--- config.mk ---
export PLATFORM = sky130hd
export DESIGN_NAME = rom_prefetch_buffer_flat
export DESIGN_NICKNAME = d
export VERILOG_FILES = /design/src/rpb_pkg.sv /design/src/rpb_if.sv /design/src/rom_prefetch_buffer.sv /design/src/rpb_ram.sv /design/src/flat_wrapper.sv
export VERILOG_INCLUDE_DIRS = /design/src /design/src/src
export SDC_FILE = /design/constraint.sdc
export NUM_CORES = 1
export LEC_CHECK = 0
export BUFFER_PORTS_ARGS = -buffer_cell sky130_fd_sc_hd__buf_2
export CAP_MARGIN = 40
export CORE_MARGIN = 2
export CORE_UTILIZATION = 66
export DETAILED_ROUTE_END_ITERATION = 16
export PLACE_DENSITY_LB_ADDON = 0.08
export SYNTH_ARGS = -nofsm -noshare
export SYNTH_HDL_FRONTEND = slang
export SYNTH_SLANG_ARGS = --single-unit
--- constraint.sdc ---
create_clock -name clk_i -period 21.7 [get_ports clk_i]
set_clock_uncertainty 0.15 [all_clocks]
set_input_delay 3.255 -clock clk_i [delete_from_list [all_inputs] [get_ports clk_i]]
set_output_delay 3.255 -clock clk_i [all_outputs]
set_load 0.01 [all_outputs]
--- src/rom_prefetch_buffer_macros.svh ---
// ----------------------------------------------------------------------------
// rom_prefetch_buffer_macros - assertion helpers
// Shared concurrent assertion macros, clocked on clk_i, off while in reset.
// ----------------------------------------------------------------------------
`ifndef ROM_PREFETCH_BUFFER_MACROS_SVH
`define ROM_PREFETCH_BUFFER_MACROS_SVH

// Expression must hold at every clock edge out of reset.
`define RPB_ASSERT(lbl, expr, msg) \
  lbl: assert property (@(posedge clk_i) disable iff (!rst_ni) (expr)) else $error(msg);

// Antecedent in this cycle implies consequent in the same cycle.
`define RPB_ASSERT_IMPL(lbl, ante, cons, msg) \
  lbl: assert property (@(posedge clk_i) disable iff (!rst_ni) (ante) |-> (cons)) \
    else $error(msg);

`endif

--- src/rpb_pkg.sv ---
// ----------------------------------------------------------------------------
// rpb_pkg - ROM prefetch buffer package
// Widths, register indexes and the sequential fetch cost table.
// ----------------------------------------------------------------------------
package rpb_pkg;

  localparam int AddrW       = 32;
  localparam int CycW        = 5;
  localparam int CountW      = 4;
  localparam int CostW       = 5;   // largest fetch cost is 18
  localparam int BufferSlots = 8;
  localparam int SlotW       = $clog2(BufferSlots);
  localparam int CapThumb    = (BufferSlots < 8) ? BufferSlots : 8;
  localparam int CapArm      = (BufferSlots < 4) ? BufferSlots : 4;

  localparam int CfgIdxW  = 3;
  localparam int CfgDataW = 2;

  // Register indexes
  localparam logic [CfgIdxW-1:0] CfgSramWait      = 3'd0;
  localparam logic [CfgIdxW-1:0] CfgWs0Nonseq     = 3'd1;
  localparam logic [CfgIdxW-1:0] CfgWs0Seq        = 3'd2;
  localparam logic [CfgIdxW-1:0] CfgWs1Nonseq     = 3'd3;
  localparam logic [CfgIdxW-1:0] CfgWs1Seq        = 3'd4;
  localparam logic [CfgIdxW-1:0] CfgWs2Nonseq     = 3'd5;
  localparam logic [CfgIdxW-1:0] CfgWs2Seq        = 3'd6;
  localparam logic [CfgIdxW-1:0] CfgPrefetchEnable = 3'd7;

  localparam logic [AddrW-1:0] RomLo = 32'h0800_0000;
  localparam logic [AddrW-1:0] RomHi = 32'h0EFF_FFFF;

  // Address regions, bits 31..24
  localparam logic [7:0] RegEwram  = 8'h02;
  localparam logic [7:0] RegPal    = 8'h05;
  localparam logic [7:0] RegVram   = 8'h06;
  localparam logic [7:0] RegWs0Lo  = 8'h08;
  localparam logic [7:0] RegWs0Hi  = 8'h09;
  localparam logic [7:0] RegWs1Lo  = 8'h0A;
  localparam logic [7:0] RegWs1Hi  = 8'h0B;
  localparam logic [7:0] RegWs2Lo  = 8'h0C;
  localparam logic [7:0] RegWs2Hi  = 8'h0D;
  localparam logic [7:0] RegSram   = 8'h0E;

  typedef struct packed {
    logic [1:0] sram_wait;
    logic       ws0_seq;
    logic       ws1_seq;
    logic       ws2_seq;
    logic       prefetch_enable;
  } cfg_t;

  function automatic logic in_rom(input logic [AddrW-1:0] a);
    return (a >= RomLo) && (a <= RomHi);
  endfunction

  // SRAM waits 4,3,2,8 plus the access itself
  function automatic logic [CostW-1:0] sram_cost(input logic [1:0] sel);
    logic [CostW-1:0] c;
    case (sel)
      2'd0:    c = CostW'(5);
      2'd1:    c = CostW'(4);
      2'd2:    c = CostW'(3);
      default: c = CostW'(9);
    endcase
    return c;
  endfunction

  function automatic logic [CostW-1:0] seq_cost(input logic [7:0] region,
                                                 input logic       thumb,
                                                 input cfg_t       cfg);
    logic [CostW-1:0] s16;
    logic [CostW-1:0] c;
    logic             wide;
    s16  = CostW'(1);
    c    = CostW'(1);
    wide = 1'b0;
    case (region)
      RegWs0Lo, RegWs0Hi: begin
        s16  = cfg.ws0_seq ? CostW'(2) : CostW'(3);
        wide = 1'b1;
      end
      RegWs1Lo, RegWs1Hi: begin
        s16  = cfg.ws1_seq ? CostW'(2) : CostW'(5);
        wide = 1'b1;
      end
      RegWs2Lo, RegWs2Hi: begin
        s16  = cfg.ws2_seq ? CostW'(2) : CostW'(9);
        wide = 1'b1;
      end
      RegSram:          c = sram_cost(cfg.sram_wait);
      RegEwram:         c = thumb ? CostW'(3) : CostW'(6);
      RegPal, RegVram:  c = thumb ? CostW'(1) : CostW'(2);
      default:          c = CostW'(1);
    endcase
    if (wide) begin
      c = thumb ? s16 : {s16[CostW-2:0], 1'b0};
    end
    return c;
  endfunction

  function automatic logic [SlotW-1:0] slot_inc(input logic [SlotW-1:0] s);
    return (s == SlotW'(BufferSlots - 1)) ? '0 : s + SlotW'(1);
  endfunction

endpackage

--- src/rpb_if.sv ---
// ----------------------------------------------------------------------------
// rpb_if - ROM prefetch buffer channels
// Access request, charge response and register write channels.
// ----------------------------------------------------------------------------
interface rpb_req_if import rpb_pkg::*; ();
  logic             valid;
  logic             ready;
  logic [AddrW-1:0] access_address;
  logic [CycW-1:0]  base_cycles;
  logic [AddrW-1:0] program_counter;
  logic             thumb_mode;

  modport source (output valid, access_address, base_cycles, program_counter,
                  thumb_mode, input ready);
  modport sink   (input valid, access_address, base_cycles, program_counter,
                  thumb_mode, output ready);
endinterface

interface rpb_rsp_if import rpb_pkg::*; ();
  logic              valid;
  logic              ready;
  logic [CycW-1:0]   charged_cycles;
  logic              served_from_buffer;
  logic [CountW-1:0] buffered_count;

  modport source (output valid, charged_cycles, served_from_buffer, buffered_count,
                  input ready);
  modport sink   (input valid, charged_cycles, served_from_buffer, buffered_count,
                  output ready);
endinterface

interface rpb_cfg_if import rpb_pkg::*; ();
  logic                valid;
  logic                ready;
  logic [CfgIdxW-1:0]  index;
  logic [CfgDataW-1:0] data;

  modport source (output valid, index, data, input ready);
  modport sink   (input valid, index, data, output ready);
endinterface

--- src/rom_prefetch_buffer.sv ---
// ----------------------------------------------------------------------------
// rom_prefetch_buffer - cartridge ROM prefetch cycle accounting
// Charges each bus access the cycles it really costs with prefetch in play.
// ----------------------------------------------------------------------------
// Usage:
//   req_i  : one bus access per request (address, base cost, PC, thumb flag);
//            an idle cycle is sent as address 0 costing 1.
//   rsp_o  : one response per request: charged cycles, buffer hit flag and
//            the number of completed prefetched entries left.
//   cfg_i  : register writes (index 0..7), always ready; write only while idle.
// Response: registered, valid in the cycle after the request is taken.
// Throughput: one request per cycle while rsp_o is not stalled. The whole update (hit check, fetch start,
//   countdown) is one pass of logic into the state and response registers;
//   the head entry of the ring comes out of a small RAM whose read address
//   follows the next read slot, so its data is ready for the following request.
// Stall: the response register holds while rsp_o.ready is low; req_i.ready is
//   low only while a response waits and the receiver is stalled.
// Reset: config, response valid, ring pointers, fill count and in-flight fetch clear; ring
//   RAM contents are not cleared (entries are only read after being written).
// ----------------------------------------------------------------------------
`include "rom_prefetch_buffer_macros.svh"

module rom_prefetch_buffer import rpb_pkg::*; (
  input  logic      clk_i,
  input  logic      rst_ni,
  rpb_req_if.sink   req_i,
  rpb_rsp_if.source rsp_o,
  rpb_cfg_if.sink   cfg_i
);

  // Configuration
  cfg_t cfg_q;

  // Prefetch state
  logic              active_q, active_d;
  logic [CostW-1:0]  cd_q, cd_d;
  logic [CountW-1:0] count_q, count_d;
  logic [SlotW-1:0]  rs_q, rs_d;
  logic [SlotW-1:0]  ws_q, ws_d;
  logic [AddrW-1:0]  newest_q, newest_d;
  logic [AddrW-1:0]  prev_q, prev_d;

  // Response register
  logic              out_valid_q;
  logic [CycW-1:0]   charged_q;
  logic              served_q;
  logic [CountW-1:0] buffered_q;

  // Ring RAM and its read-during-write bypass
  logic             ram_we;
  logic [SlotW-1:0] ram_raddr;
  logic [AddrW-1:0] ram_rdata;
  logic             byp_q;
  logic [AddrW-1:0] byp_data_q;
  logic [AddrW-1:0] head_addr;

  // Datapath
  logic              accept;
  logic [AddrW-1:0]  addr;
  logic [AddrW-1:0]  pc;
  logic              thumb;
  logic              rom_a;
  logic              rom_pc;
  logic [CountW-1:0] cap;
  logic [AddrW-1:0]  next_addr;
  logic [CycW-1:0]   cyc;
  logic              served;
  logic              do_adv;

  // Ring bookkeeping check
  logic [SlotW:0]   ring_sum;
  logic [SlotW-1:0] ring_exp;

  assign accept      = req_i.valid && req_i.ready;
  assign req_i.ready = !out_valid_q || rsp_o.ready;
  assign cfg_i.ready = 1'b1;

  assign addr   = req_i.access_address;
  assign pc     = req_i.program_counter;
  assign thumb  = req_i.thumb_mode;
  assign rom_a  = in_rom(addr);
  assign rom_pc = in_rom(pc);
  assign cap    = thumb ? CountW'(CapThumb) : CountW'(CapArm);

  // Next fetch continues from the newest entry, or from the PC when empty
  assign next_addr = ((count_q != '0) ? newest_q : pc)
                   + (thumb ? AddrW'(2) : AddrW'(4));

  assign head_addr = byp_q ? byp_data_q : ram_rdata;

  always_comb begin
    active_d = active_q;
    cd_d     = cd_q;
    count_d  = count_q;
    rs_d     = rs_q;
    ws_d     = ws_q;
    newest_d = newest_q;
    prev_d   = prev_q;
    cyc      = req_i.base_cycles;
    served   = 1'b0;
    ram_we   = 1'b0;
    do_adv   = 1'b1;

    if (!cfg_q.prefetch_enable) begin
      // pass-through; in-flight fetch still counts down
    end else if (active_q && addr == newest_q) begin
      // hit on the fetch still in flight: wait out its remaining cycles
      cyc      = CycW'(cd_q);
      active_d = 1'b0;
      cd_d     = '0;
      prev_d   = addr;
      served   = 1'b1;
      do_adv   = 1'b0;
    end else begin
      if (active_q) begin
        if (rom_a) begin
          active_d = 1'b0;   // ROM bus taken by the access, fetch dropped
        end
      end else if (count_q < cap && rom_pc && !rom_a && pc == prev_q) begin
        newest_d = next_addr;
        active_d = 1'b1;
        ram_we   = 1'b1;
        cd_d     = seq_cost(next_addr[AddrW-1:AddrW-8], thumb, cfg_q);
      end
      if (rom_a) begin
        prev_d = addr;
      end
      if (count_q != '0 && addr == pc) begin
        if (addr == head_addr) begin
          cyc     = CycW'(1);
          served  = 1'b1;
          count_d = count_q - CountW'(1);
          rs_d    = slot_inc(rs_q);
        end else begin
          // opcode miss: flush
          active_d = 1'b0;
          count_d  = '0;
          rs_d     = '0;
          ws_d     = '0;
        end
      end
    end

    // countdown of the in-flight fetch by the cycles this access takes
    if (do_adv && active_d) begin
      if (CostW'(cyc) >= cd_d) begin
        cd_d     = '0;
        count_d  = count_d + CountW'(1);
        ws_d     = slot_inc(ws_d);
        active_d = 1'b0;
      end else begin
        cd_d = cd_d - CostW'(cyc);
      end
    end
  end

  // Read address tracks the read slot the next request will see
  assign ram_raddr = accept ? rs_d : rs_q;

  rpb_ram #(
    .WIDTH (AddrW),
    .DEPTH (BufferSlots)
  ) u_ring (
    .clk_i   (clk_i),
    .we_i    (accept && ram_we),
    .waddr_i (ws_q),
    .wdata_i (next_addr),
    .raddr_i (ram_raddr),
    .rdata_o (ram_rdata)
  );

  always_ff @(posedge clk_i or negedge rst_ni) begin
    if (!rst_ni) begin
      byp_q <= 1'b0;
    end else begin
      byp_q <= accept && ram_we && (ws_q == ram_raddr);
    end
  end

  always_ff @(posedge clk_i) begin
    byp_data_q <= next_addr;
  end

  // Configuration registers; nonsequential selects play no part in fetch
  // timing and are dropped
  always_ff @(posedge clk_i or negedge rst_ni) begin
    if (!rst_ni) begin
      cfg_q <= '0;
    end else if (cfg_i.valid) begin
      case (cfg_i.index)
        CfgSramWait:       cfg_q.sram_wait       <= cfg_i.data;
        CfgWs0Seq:         cfg_q.ws0_seq         <= cfg_i.data[0];
        CfgWs1Seq:         cfg_q.ws1_seq         <= cfg_i.data[0];
        CfgWs2Seq:         cfg_q.ws2_seq         <= cfg_i.data[0];
        CfgPrefetchEnable: cfg_q.prefetch_enable <= cfg_i.data[0];
        default: ;
      endcase
    end
  end

  // State update
  always_ff @(posedge clk_i or negedge rst_ni) begin
    if (!rst_ni) begin
      active_q <= 1'b0;
      cd_q     <= '0;
      count_q  <= '0;
      rs_q     <= '0;
      ws_q     <= '0;
      prev_q   <= '0;
    end else if (accept) begin
      active_q <= active_d;
      cd_q     <= cd_d;
      count_q  <= count_d;
      rs_q     <= rs_d;
      ws_q     <= ws_d;
      prev_q   <= prev_d;
    end
  end

  always_ff @(posedge clk_i) begin
    if (accept) begin
      newest_q <= newest_d;
    end
  end

  // Response register
  always_ff @(posedge clk_i or negedge rst_ni) begin
    if (!rst_ni) begin
      out_valid_q <= 1'b0;
    end else if (accept) begin
      out_valid_q <= 1'b1;
    end else if (rsp_o.ready) begin
      out_valid_q <= 1'b0;
    end
  end

  always_ff @(posedge clk_i) begin
    if (accept) begin
      charged_q  <= cyc;
      served_q   <= served;
      buffered_q <= count_d;
    end
  end

  assign rsp_o.valid              = out_valid_q;
  assign rsp_o.charged_cycles     = charged_q;
  assign rsp_o.served_from_buffer = served_q;
  assign rsp_o.buffered_count     = buffered_q;

  // Write slot runs ahead of the read slot by the fill count
  assign ring_sum = {1'b0, rs_q} + (SlotW+1)'(count_q);
  assign ring_exp = (ring_sum >= (SlotW+1)'(BufferSlots))
                  ? SlotW'(ring_sum - (SlotW+1)'(BufferSlots))
                  : SlotW'(ring_sum);

  `RPB_ASSERT(a_count_cap, count_q <= CountW'(CapThumb), "fill count above capacity")
  `RPB_ASSERT_IMPL(a_active_cd, active_q, cd_q != '0, "in-flight fetch with zero countdown")
  `RPB_ASSERT(a_ring_ptrs, ws_q == ring_exp, "ring pointers disagree with fill count")

endmodule

--- src/rpb_ram.sv ---
// ----------------------------------------------------------------------------
// rpb_ram - generic RAM
// One write port, one read port, registered read data.
// ----------------------------------------------------------------------------
module rpb_ram #(
  parameter int WIDTH = 32,
  parameter int DEPTH = 8
) (
  input  logic                     clk_i,
  input  logic                     we_i,
  input  logic [$clog2(DEPTH)-1:0] waddr_i,
  input  logic [WIDTH-1:0]         wdata_i,
  input  logic [$clog2(DEPTH)-1:0] raddr_i,
  output logic [WIDTH-1:0]         rdata_o
);

  logic [WIDTH-1:0] mem_q [DEPTH];

  always_ff @(posedge clk_i) begin
    if (we_i) begin
      mem_q[waddr_i] <= wdata_i;
    end
    rdata_o <= mem_q[raddr_i];
  end

endmodule
--- src/flat_wrapper.sv ---
// flat-port wrapper written by rule: the top's interface ports become plain ports
module rom_prefetch_buffer_flat import rpb_pkg::*;
  (clk_i, rst_ni, req_i_valid, req_i_access_address, req_i_base_cycles, req_i_program_counter, req_i_thumb_mode, req_i_ready, rsp_o_valid, rsp_o_charged_cycles, rsp_o_served_from_buffer, rsp_o_buffered_count, rsp_o_ready, cfg_i_valid, cfg_i_index, cfg_i_data, cfg_i_ready);
  rpb_req_if req_i_i ();
  rpb_rsp_if rsp_o_i ();
  rpb_cfg_if cfg_i_i ();
  input  logic clk_i;
  input  logic rst_ni;
  input wire logic [$bits(req_i_i.valid)-1:0] req_i_valid;
  input wire logic [$bits(req_i_i.access_address)-1:0] req_i_access_address;
  input wire logic [$bits(req_i_i.base_cycles)-1:0] req_i_base_cycles;
  input wire logic [$bits(req_i_i.program_counter)-1:0] req_i_program_counter;
  input wire logic [$bits(req_i_i.thumb_mode)-1:0] req_i_thumb_mode;
  output wire logic [$bits(req_i_i.ready)-1:0] req_i_ready;
  output wire logic [$bits(rsp_o_i.valid)-1:0] rsp_o_valid;
  output wire logic [$bits(rsp_o_i.charged_cycles)-1:0] rsp_o_charged_cycles;
  output wire logic [$bits(rsp_o_i.served_from_buffer)-1:0] rsp_o_served_from_buffer;
  output wire logic [$bits(rsp_o_i.buffered_count)-1:0] rsp_o_buffered_count;
  input wire logic [$bits(rsp_o_i.ready)-1:0] rsp_o_ready;
  input wire logic [$bits(cfg_i_i.valid)-1:0] cfg_i_valid;
  input wire logic [$bits(cfg_i_i.index)-1:0] cfg_i_index;
  input wire logic [$bits(cfg_i_i.data)-1:0] cfg_i_data;
  output wire logic [$bits(cfg_i_i.ready)-1:0] cfg_i_ready;
  assign req_i_i.valid = req_i_valid;
  assign req_i_i.access_address = req_i_access_address;
  assign req_i_i.base_cycles = req_i_base_cycles;
  assign req_i_i.program_counter = req_i_program_counter;
  assign req_i_i.thumb_mode = req_i_thumb_mode;
  assign req_i_ready = req_i_i.ready;
  assign rsp_o_valid = rsp_o_i.valid;
  assign rsp_o_charged_cycles = rsp_o_i.charged_cycles;
  assign rsp_o_served_from_buffer = rsp_o_i.served_from_buffer;
  assign rsp_o_buffered_count = rsp_o_i.buffered_count;
  assign rsp_o_i.ready = rsp_o_ready;
  assign cfg_i_i.valid = cfg_i_valid;
  assign cfg_i_i.index = cfg_i_index;
  assign cfg_i_i.data = cfg_i_data;
  assign cfg_i_ready = cfg_i_i.ready;
  rom_prefetch_buffer u_core (.clk_i(clk_i), .rst_ni(rst_ni), .req_i(req_i_i), .rsp_o(rsp_o_i), .cfg_i(cfg_i_i));
endmodule
==> qor.yml, run 1 <==
worstMarginPinSlew_ns: 1.012
stdcell_area_um2: 21500
arrival_ns: 8.61
die_width_um: 173.9
avgRoutedWirePerCell_um: 26.70
leakage_nw: 8.630
powerDensity_nw_per_um2: 79.08
synth_commonest_cells: "edfxtp_1, mux2i_1, xnor2_1, nor2_1, a22o_1"
cts_tree: "done"
synth_edf_count: 298
dieArea_um2: 30240
synth-xor-area-share: 0.07638
area_growth_pct: 12.84
cts_setup_buffers: 0
fin_crit_sh: 0.3849
yosysUniqueCellTypes: 76
synth_most_common_cell: "edfxtp_1"
synth_top_flop_cell: "edfxtp_1"
worst_slack_ns: 13.35
cts_resized: 0
max-slew-margin-rel: 0.3207
syn_nets: 1507
io_buffers: 91
viasPerCell: 6.438
report.final.slew_viol_count: 0
drc_errors: 0
final-hold-violation-count: 0
avgSynthCellArea_um2: 13.51
antenna_found_initial: 4
fmax_mhz: 119.7
cap_violations: 0
synthesis.area_um2: 19050
worst_setup_path_start_kind: "input port"
htree_levels: 2
required_ns: 21.95
grt_pass1_vias: 12290
drtPass1Iterations: 5
place_ws_ns: 12.92
fin_crit_ns: 8.351
routed_wl_um: 51850
finalSetupViolCount: 0
top_level_ports: 93
end_kind: "register"
clk_pin_slew_worst_paths_ns: 0.06
async_reset_ff_frac: 0.1340
rsz0062_at_grt: "false"
hold_class: "register to register"
netlist_instances: 1410
yosysWarningCount: 0
num_vias: 12500
fin_nets: 1616
synth_compound_area_frac: 0.06581
synth_mux_area_frac: 0.1197
grt_first_pass_wirelength_um: 76340
core_area_um2: 28550
synth_top_cell_by_area: "edfxtp_1"
synth_fa_ha_area_frac: 0.01195
dpl_cell_area_um2: 20080
start_util: 0.6673
postRouteAntennaNets: 0
synth.top_cell.area_share: 0.4697
drive_gt1_frac: 0.1732
worstPathMaxFanout: 11
synth-simple-area-share: 0.09017
criticalPathCategory: "input port to register"
clk_latency_ns: 0.56
grt-ovfl-total: 0
fin_tns_setup_ns: 0
synth_top_family_by_area: "multiplexers"
post-dp-hpwl_um: 33680
holdBufCountCts: 0
ys_seq_area_frac: 0.6105
drtIter0Drc: 1387
die_y_um: 173.9
synth_area_leaders: "edfxtp_1, mux2i_1, dfrtp_1"
gp_congestion: 0.9890
cts.sinks: 418
status: "finished clean"
ys_ff_latch: 418
cts_buffers: 42
ir_drop_uv: 87.30
grtUsageTotal: 0.3436
clk_path_buf_depth: 3
grt_max_degree: 57
root_buffer: "clkbuf_16"
rows: 62
state kept, by name, summed over array words and instances (netlist names):
name                             cells
u_core.cfg_q                         6
u_core.active_q                      1
u_core.byp_q                         1
u_core.rs_q                          3
u_core.ws_q                          3
u_core.count_q                       4
u_core.rsp_o.buffered_count          4
u_core.prev_q                       32
u_core.rsp_o.served_from_buffer      1
u_core.newest_q                     32
u_core.u_ring.mem_q                256
u_core.byp_data_q                   32
u_core.u_ring.rdata_o               32
u_core.cd_q                          5
u_core.rsp_o.charged_cycles          5
u_core.rsp_o.valid                   1
per-layer routing:
metal	share of wire	GRT usage	up-vias
met5	0	0	-
met2	0.47	0.5435	671
met1	0.41	0.4851	6199
li1	-	-	5505
met4	0.039	0.1376	0
met3	0.086	0.05162	128
cells in the final DEF, fill, tap and decap left out, types with 37 or more instances in the layout:
| cell | netlist | layout |
|---|---|---|
| a22o_1 | 67 | 67 |
| buf_2 | 10 | 95 |
| clkbuf_16 | 0 | 43 |
| dfrtp_1 | 56 | 55 |
| dfxtp_1 | 64 | 64 |
| edfxtp_1 | 298 | 298 |
| mux2_2 | 37 | 37 |
| mux2i_1 | 185 | 185 |
| nand2_1 | 66 | 66 |
| nor2_1 | 75 | 68 |
| xnor2_1 | 117 | 117 |
| xor2_1 | 46 | 46 |
final timing paths:
check,start,to,slack (ns),cells past startpoint
max reg2reg,u_core.count_q[0],u_core.count_q[1],14.53,28
min reg2reg,u_core.prev_q[28],u_core.prev_q[28],0.35,1
min,u_core.prev_q[28],u_core.prev_q[28],0.35,1
min in group asynchronous,rst_ni,u_core.prev_q[20],2.74,2
max in group asynchronous,rst_ni,u_core.byp_q,18.05,2
max,req_i_thumb_mode,u_core.count_q[1],13.35,23
where the power goes:
group / total, mW / switching [mW] / leakage, nW / internal, mW
logic: 0.0968 / 0.0566 / 4.05 / 0.0402
clock network: 0.727 / 0.308 / 0.683 / 0.419
registers: 0.876 / 0.0140 / 3.90 / 0.862
cell families after synthesis:
kind of cell / Yosys count
DFF: 418
AOI/OAI and AO/OA: 167
other: 1
muxes: 223
adders and majority gates: 17
and+or+nand+nor: 325
xor gates and xnor gates: 164
buffers and inverters: 95
cell type report:
class	count	area, µm²
inverters	32	120.1
fillers	1808	7051
well taps	384	480.5
clock inverters	20	222.7
clock buffers	58	1172
repair buffers	128	787.0
multi-input cells	897	7069
flip-flops and latches	418	11630
diodes	5	12.51
worst max-delay path, stage by stage:
cell,delay [ns]
buf_2,0.24
ha_1,0.26
inv_1,0.07
fa_1,0.48
inv_1,0.16
o221ai_2,0.28
a211oi_1,0.32
xnor2_1,0.30
nor4_4,0.40
nand2_2,0.16
a22o_1,0.25
a22o_1,0.23
ha_1,0.28
nor2b_1,0.13
o21ai_0,0.21
a21oi_1,0.11
o21ai_0,0.17
a22oi_1,0.14
or2_2,0.32
nor2_2,0.29
mux2_1,0.38
nand2_1,0.08
o21ai_1,0.08
per-stage QoR:
step                      instances  hold WS (ns)  utilization  power (mW)
final                          1942        0.3539       0.7530       1.700
after detailed placement       1857        0.3414       0.7033      0.9864
after global placement         1845        0.3329       0.6982      0.9850
after global routing           1938        0.3664       0.7527       1.743
after CTS                      1935        0.3543       0.7521       1.703
after floorplan                1410        0.3227            -      0.9434
Note: power is estimated with default switching activity, not from simulation.
==> run 2: changes to the inputs <==
--- a/config.mk
+++ b/config.mk
@@ -9,7 +9,7 @@
 export BUFFER_PORTS_ARGS = -buffer_cell sky130_fd_sc_hd__buf_2
 export CAP_MARGIN = 40
 export CORE_MARGIN = 2
-export CORE_UTILIZATION = 66
+export CORE_UTILIZATION = 56
 export DETAILED_ROUTE_END_ITERATION = 16
 export PLACE_DENSITY_LB_ADDON = 0.08
 export SYNTH_ARGS = -nofsm -noshare
==> constraint.sdc (replaced) <==
create_clock -name clk_i -period 6.9 [get_ports clk_i]
set_clock_uncertainty 0.15 [all_clocks]
set_input_delay 1.035 -clock clk_i [delete_from_list [all_inputs] [get_ports clk_i]]
set_output_delay 1.035 -clock clk_i [all_outputs]
set_load 0.01 [all_outputs]
==> run 2 against run 1 <==
  * Clock power increased to 3.1 times the previous value
  * Flip-flop and latch count unchanged
  * Wire length decreased by 1.3%
  * Global-route usage decreased by 5.1 points
  * Combinational power increased to 3.1 times the previous value
  * Non-clock buffer count increased by 5
  * Core utilization decreased by 11 points
  * Critical path type is now register to register
==> qor.yml, run 2 (synthesis gave the netlist of run 1 again) <==
grt_pass1_vias: 12040  # was 12.29k
r2r-start: "u_core.count_q[0]"  # unchanged
worst_setup_path_start_kind: "register"  # was input port
clk_latency_ns: 0.56  # about the same
swShare: 0.2175  # was 0.2226
grt_first_pass_wirelength_um: 76180  # was 76340 µm
drtPass1Iterations: 5  # unchanged
grt_max_degree: 130  # was 57
end_kind: "register"  # unchanged
worstMarginPinSlew_ns: 1.267  # was 1.012 ns
whs_path_depth: 1  # unchanged
clk_path_buf_depth: 3  # unchanged
die_width_um: 188.4  # was 173.9 µm
final_common_cell: "edfxtp_1"  # unchanged
fin_crit_ns: 6.400
root_buffer: "clkbuf_16"  # unchanged
die_y_um: 188.4  # was 173.9 µm
regMostFlops: "u_core.u_ring.mem_q"  # unchanged
dieArea_um2: 35510  # was 30240 µm²
holdBufCountCts: 0  # unchanged
avgRoutedWirePerCell_um: 25.45  # was 26.70 µm
start_util: 0.5681  # was 0.6673
min_from: "u_core.prev_q[28]"  # unchanged
post-dp-hpwl_um: 33970  # was 33680 µm
seq_power_share: 0.516  # was 0.515
postRouteAntennaNets: 0  # unchanged
fin_tns_setup_ns: 0  # unchanged
r2r-end: "u_core.count_q[1]"  # unchanged
final-hold-violation-count: 0  # unchanged
reg2reg_depth: 24  # was 28
dpl_cell_area_um2: 20220  # was 20080 µm²
clk_pin_slew_worst_paths_ns: 0.06  # about the same
finalSetupViolCount: 0  # unchanged
clkPwrFrac: 0.427  # was 0.428
gp_congestion: 0.9749  # was 0.9890
required_ns: 7.16  # was 21.95 ns
grt-ovfl-total: 0  # unchanged
arrival_ns: 6.66  # was 8.61 ns
status: "finished clean"  # unchanged
grtUsageTotal: 0.2924  # was 0.3436
power_frac_comb: 0.057  # about the same
largest_reg_flops: 256  # unchanged
htree_levels: 2  # unchanged
fin_nets: 1622  # was 1616
num_vias: 12090  # was 12.50k
cts_buffers: 43  # was 42
drtIter0Drc: 1070  # was 1387
r2r_setup_slack_ns: 0.50  # was 14.53 ns
viasPerCell: 6.015  # was 6.438
leakage_nw: 8.659  # was 8.630 nW
cts.sinks: 418  # unchanged
cts_tree: "done"  # unchanged
antenna_found_initial: 4  # unchanged
fmax_mhz: 156.3
worstPathMaxFanout: 28  # was 11
routed_wl_um: 51160  # was 51850 µm
ir_drop_uv: 192.0  # was 87.30 µV
fin_crit_sh: 0.9275
drive_gt1_frac: 0.1744  # was 0.1732
top_level_ports: 93  # unchanged
report.final.slew_viol_count: 0  # unchanged
core_area_um2: 33530  # was 28550 µm²
holdPathEnd: "u_core.prev_q[28]"  # unchanged
stdcell_area_um2: 21640  # was 21500 µm²
rows: 67  # was 62
area_growth_pct: 13.61  # was 12.84%
io_buffers: 91  # unchanged
powerDensity_nw_per_um2: 246.6  # was 79.08 nW/µm²
max-slew-margin-rel: 0.1552  # was 0.3207
hold_class: "register to register"  # unchanged
cap_violations: 0  # unchanged
switchingPower_mw: 1.161  # was 0.3784 mW
p_int_mw: 4.177  # was 1.322 mW
layout_common_cells: "edfxtp_1, mux2i_1, xnor2_1"  # unchanged
criticalPathCategory: "register to register"  # was input port to register
drc_errors: 0  # unchanged
rsz0062_at_grt: "false"  # unchanged
-- run 2: cell types whose count changed in the layout (fill, tap and decap cells not counted), sizes merged --
cell      delta
buf          +5
clkbuf       +5
diode        -3
clkinv       -2
clkinvlp     -1
-- run 2: stage by stage --
stage               hold WS (ns)  power, mW  setup slack (ns)  instances    util
floorplan                 0.3227      2.967            0.3060       1410       -
global placement          0.3339      3.100            0.5560       1914  0.5988
detailed placement        0.3380      3.103            0.2890       1926  0.6031
CTS                       0.3509      5.373            0.4542       2006  0.6447
global route              0.3758      5.493           0.06398       2009  0.6454
finish                    0.3481      5.338            0.5003       2010  0.6454
-- run 2: worst max-delay path by stage --
stage,startpoint,endpoint,slack (ns),cells after the start
2_1_floorplan,req_i_thumb_mode,u_core.u_ring.mem_q[1][0],0.31,9
3_3_place_gp,u_core.count_q[0],u_core.count_q[1],0.56,26
3_5_place_dp,req_i_thumb_mode,u_core.count_q[1],0.29,24
4_1_cts,u_core.count_q[0],u_core.count_q[2],0.45,28
5_1_grt,u_core.count_q[0],u_core.count_q[1],0.06,28
6_report,u_core.count_q[0],u_core.count_q[1],0.50,24
-- run 2: power groups by stage --
stage	registers, mW	clock network, mW	logic, mW
3_5_place_dp	2.80	0	0.298
3_3_place_gp	2.80	0	0.296
6_report	2.76	2.28	0.302
4_1_cts	2.75	2.32	0.300
2_1_floorplan	2.80	0	0.172
5_1_grt	2.76	2.41	0.328
-- run 2: final cells by class --
type | count | area [µm²]
flip-flops and latches | 418 | 11630
well taps | 448 | 560.5
inverters | 32 | 120.1
repair buffers | 133 | 850.8
clock inverters | 17 | 181.4
fillers | 2551 | 11890
multi-input cells | 897 | 7081
diodes | 2 | 5.005
clock buffers | 63 | 1212
-- run 2: per-layer routing --
metal	track usage	vias to the layer above	share of wire
met5	0	-	0.00057
met4	0.1247	4	0.042
met1	0.4074	5972	0.43
li1	-	5516	-
met2	0.4535	485	0.45
met3	0.05420	113	0.074
-- run 2: critical path: stages (launching register included) --
cell	delay, ns
dfrtp_1	0.44
inv_1	0.12
ha_1	0.19
or3b_2	0.52
buf_4	0.30
mux2i_1	0.34
o211ai_2	0.29
nor4_1	0.31
nor3_2	0.11
nor2_1	0.48
buf_4	0.31
o21ai_0	0.09
a221o_1	0.37
o32ai_1	0.14
a22o_1	0.18
ha_1	0.27
o21ai_0	0.13
a21oi_1	0.13
o21ai_0	0.20
a22oi_1	0.15
or2_2	0.33
nor2_4	0.19
mux2_1	0.36
nand2_1	0.07
o21ai_1	0.07
-- run 2: what timing repair did --
action,4_1_cts,5_1_grt
resized for setup,0,1
setup endpoints to repair,0,8
hold endpoints to repair,0,0
buffers inserted,0,1
==> run 3: changes to the inputs <==
==> constraint.sdc (replaced) <==
create_clock -name clk_i -period 6.9 [get_ports clk_i]
set_clock_uncertainty 0.15 [all_clocks]
set_input_delay 0.69 -clock clk_i [delete_from_list [all_inputs] [get_ports clk_i]]
set_output_delay 0.69 -clock clk_i [all_outputs]
set_load 0.01 [all_outputs]
==> run 3 against run 2 <==
  * Register-to-register slack lost 0.09 ns
  * Combinational power is 1% higher
  * Wire length up 0.16%
  * First-iteration DRC count decreased by 2.8%
  * Sequential share of layout area increased by 0.23 points
  * Worst setup slack worse by 0.087 ns
  * Die area unchanged
  * Via count is 0.55% higher
  * Clock power is 2% lower
  * Critical endpoint unchanged
  * Critical path depth increased by 4
  * Cell count down 0.40%
  * Core utilization fell by 0.28 points
==> qor.yml, run 3 (synthesis gave the netlist of run 1 again) <==
status: "finished clean"  # unchanged
gp_congestion: 0.9325  # was 0.9749
post-dp-hpwl_um: 34810  # was 33970 µm
finalSetupViolCount: 0  # unchanged
cts.sinks: 418  # unchanged
cts_tree: "done"  # unchanged
required_ns: 7.17  # was 7.16 ns
drive_gt1_frac: 0.1726  # was 0.1744
grt_max_degree: 70  # was 130
cts_setup_buffers: 0  # unchanged
routed_wl_um: 51240  # was 51160 µm
fin_crit_sh: 0.9401  # was 0.9275
drc_errors: 0  # unchanged
avgRoutedWirePerCell_um: 25.59  # was 25.45 µm
leakage_nw: 8.618  # was 8.659 nW
fmax_mhz: 154.2  # was 156.3 MHz
worstMarginPinSlew_ns: 0.9932  # was 1.267 ns
numPlacedInstances: 1923  # was 1926
clk_path_buf_depth: 3  # unchanged
cts_buffers: 43  # unchanged
power_frac_comb: 0.058  # was 0.057
nFillCells: 2562  # was 2551
p_int_mw: 4.126  # was 4.177 mW
powerDensity_nw_per_um2: 245.9  # was 246.6 nW/µm²
clk_pin_slew_worst_paths_ns: 0.06  # about the same
fin_tns_setup_ns: 0  # unchanged
worst_slack_ns: 0.4131  # was 0.5003 ns
antenna_found_initial: 6  # was 4
layout_common_cells: "edfxtp_1, mux2i_1, xnor2_1"  # unchanged
htree_levels: 2  # unchanged
rows: 67  # unchanged
multiInputGateArea_um2: 7076  # was 7081 µm²
end_kind: "register"  # unchanged
die_y_um: 188.4  # unchanged
place_ws_ns: 0.5506  # was 0.2890 ns
worst_setup_path_start_kind: "register"  # unchanged
fin_crit_ns: 6.487  # was 6.400 ns
holdBufCountCts: 0  # unchanged
worstPathMaxFanout: 15  # was 28
drtPass1Iterations: 8  # was 5
core_area_um2: 33530  # unchanged
hold_class: "input port to asynchronous set/reset pin"  # was register to register
report.final.slew_viol_count: 0  # unchanged
postRouteAntennaNets: 0  # unchanged
cpMaxStageDelayCell: "fa_1"  # was or3b_2
arrival_ns: 6.76  # was 6.66 ns
clk_latency_ns: 0.56  # about the same
grt_pass1_vias: 11910  # was 12.04k
ir_drop_uv: 214.1  # was 192.0 µV
top_level_ports: 93  # unchanged
regMostFlops: "u_core.u_ring.mem_q"  # unchanged
dieArea_um2: 35510  # unchanged
clkPwrFrac: 0.422  # was 0.427
fin_util: 0.6426  # was 0.6454
stdcell_area_um2: 21550  # was 21640 µm²
largest_reg_flops: 256  # unchanged
viasPerCell: 6.072  # was 6.015
grt-ovfl-total: 0  # unchanged
root_buffer: "clkbuf_16"  # unchanged
final-hold-violation-count: 0  # unchanged
cts_resized: 0  # unchanged
layout.cells.non_filler: 2002  # was 2010
area_growth_pct: 13.12  # was 13.61%
seq_power_share: 0.520  # was 0.516
max-slew-margin-rel: 0.3331  # was 0.1552
num_vias: 12160  # was 12.09k
p_total_mw: 5.299  # was 5.338 mW
grtUsageTotal: 0.2916  # was 0.2924
start_util: 0.5681  # unchanged
switchingPower_mw: 1.173  # was 1.161 mW
fin_nets: 1617  # was 1622
rsz0062_at_grt: "false"  # unchanged
grt_first_pass_wirelength_um: 76050  # was 76180 µm
cpPeakStageDelay_ns: 0.47  # was 0.52 ns
cap_violations: 0  # unchanged
criticalPathCategory: "register to register"  # unchanged
timing.hold.ws_ns: 0.1633  # was 0.3481 ns
die_width_um: 188.4  # unchanged
swShare: 0.2214  # was 0.2175
drtIter0Drc: 1040  # was 1070
seq_area_um2: 11630  # unchanged
final_common_cell: "edfxtp_1"  # unchanged
dpl_cell_area_um2: 20190  # was 20220 µm²
io_buffers: 91  # unchanged
run 3: cell types whose count changed in the layout (fill, tap and decap cells not counted), sizes merged:
| cell | change |
|---|---|
| clkinv | +6 |
| buf | -4 |
| clkbuf | -9 |
| bufinv | -1 |
| diode | -1 |
| clkinvlp | +1 |
run 3: final cells by class:
cell class	instances	share of cell area
Clock inverter	23	0.008129
Inverter	32	0.005574
Antenna cell	1	0.0001161
Clock buffer	55	0.05487
Tap cell	448	0.02601
Sequential cell	418	0.5398
Multi-Input combinational cell	897	0.3283
Timing Repair Buffer	128	0.03716
run 3: worst max-delay path: cells and delay by family, from the launching register on:
family	cells	cell delay [ns]
and+or+nand+nor	8	1.47
muxes	1	0.38
buffers and inverters	4	0.52
DFF	1	0.42
xor gates and xnor gates	1	0.31
adders and majority gates	4	1.19
AOI/OAI and AO/OA	10	1.89
run 3: routing by layer:
metal | share of wire | track usage | routed length, µm
met1 | 0.45 | 0.4217 | 23180
met2 | 0.45 | 0.4477 | 23010
met3 | 0.063 | 0.05103 | 3253
met4 | 0.035 | 0.1022 | 1770
met5 | 0.00043 | 0 | 22
run 3: final timing paths:
check	from	end	slack, ns	depth (start not counted)
setup / recovery	u_core.count_q[0]	u_core.count_q[1]	0.41	28
hold / removal	rst_ni	u_core.prev_q[23]	0.16	2
setup reg to reg	u_core.count_q[0]	u_core.count_q[1]	0.41	28
hold reg to reg	u_core.prev_q[28]	u_core.prev_q[28]	0.35	1
max in group asynchronous	rst_ni	u_core.byp_q	5.88	2
min in group clk_i	req_i_valid	u_core.rsp_o.valid	0.18	2
run 3: power by group through the flow:
| stage | Combinational (mW) | Clock, mW | Sequential, mW |
|---|---|---|---|
| 3_3_place_gp | 0.299 | 0 | 2.81 |
| 3_5_place_dp | 0.301 | 0 | 2.81 |
| 5_1_grt | 0.329 | 2.37 | 2.76 |
| 4_1_cts | 0.303 | 2.28 | 2.75 |
| 2_1_floorplan | 0.172 | 0 | 2.80 |
| 6_report | 0.306 | 2.24 | 2.76 |
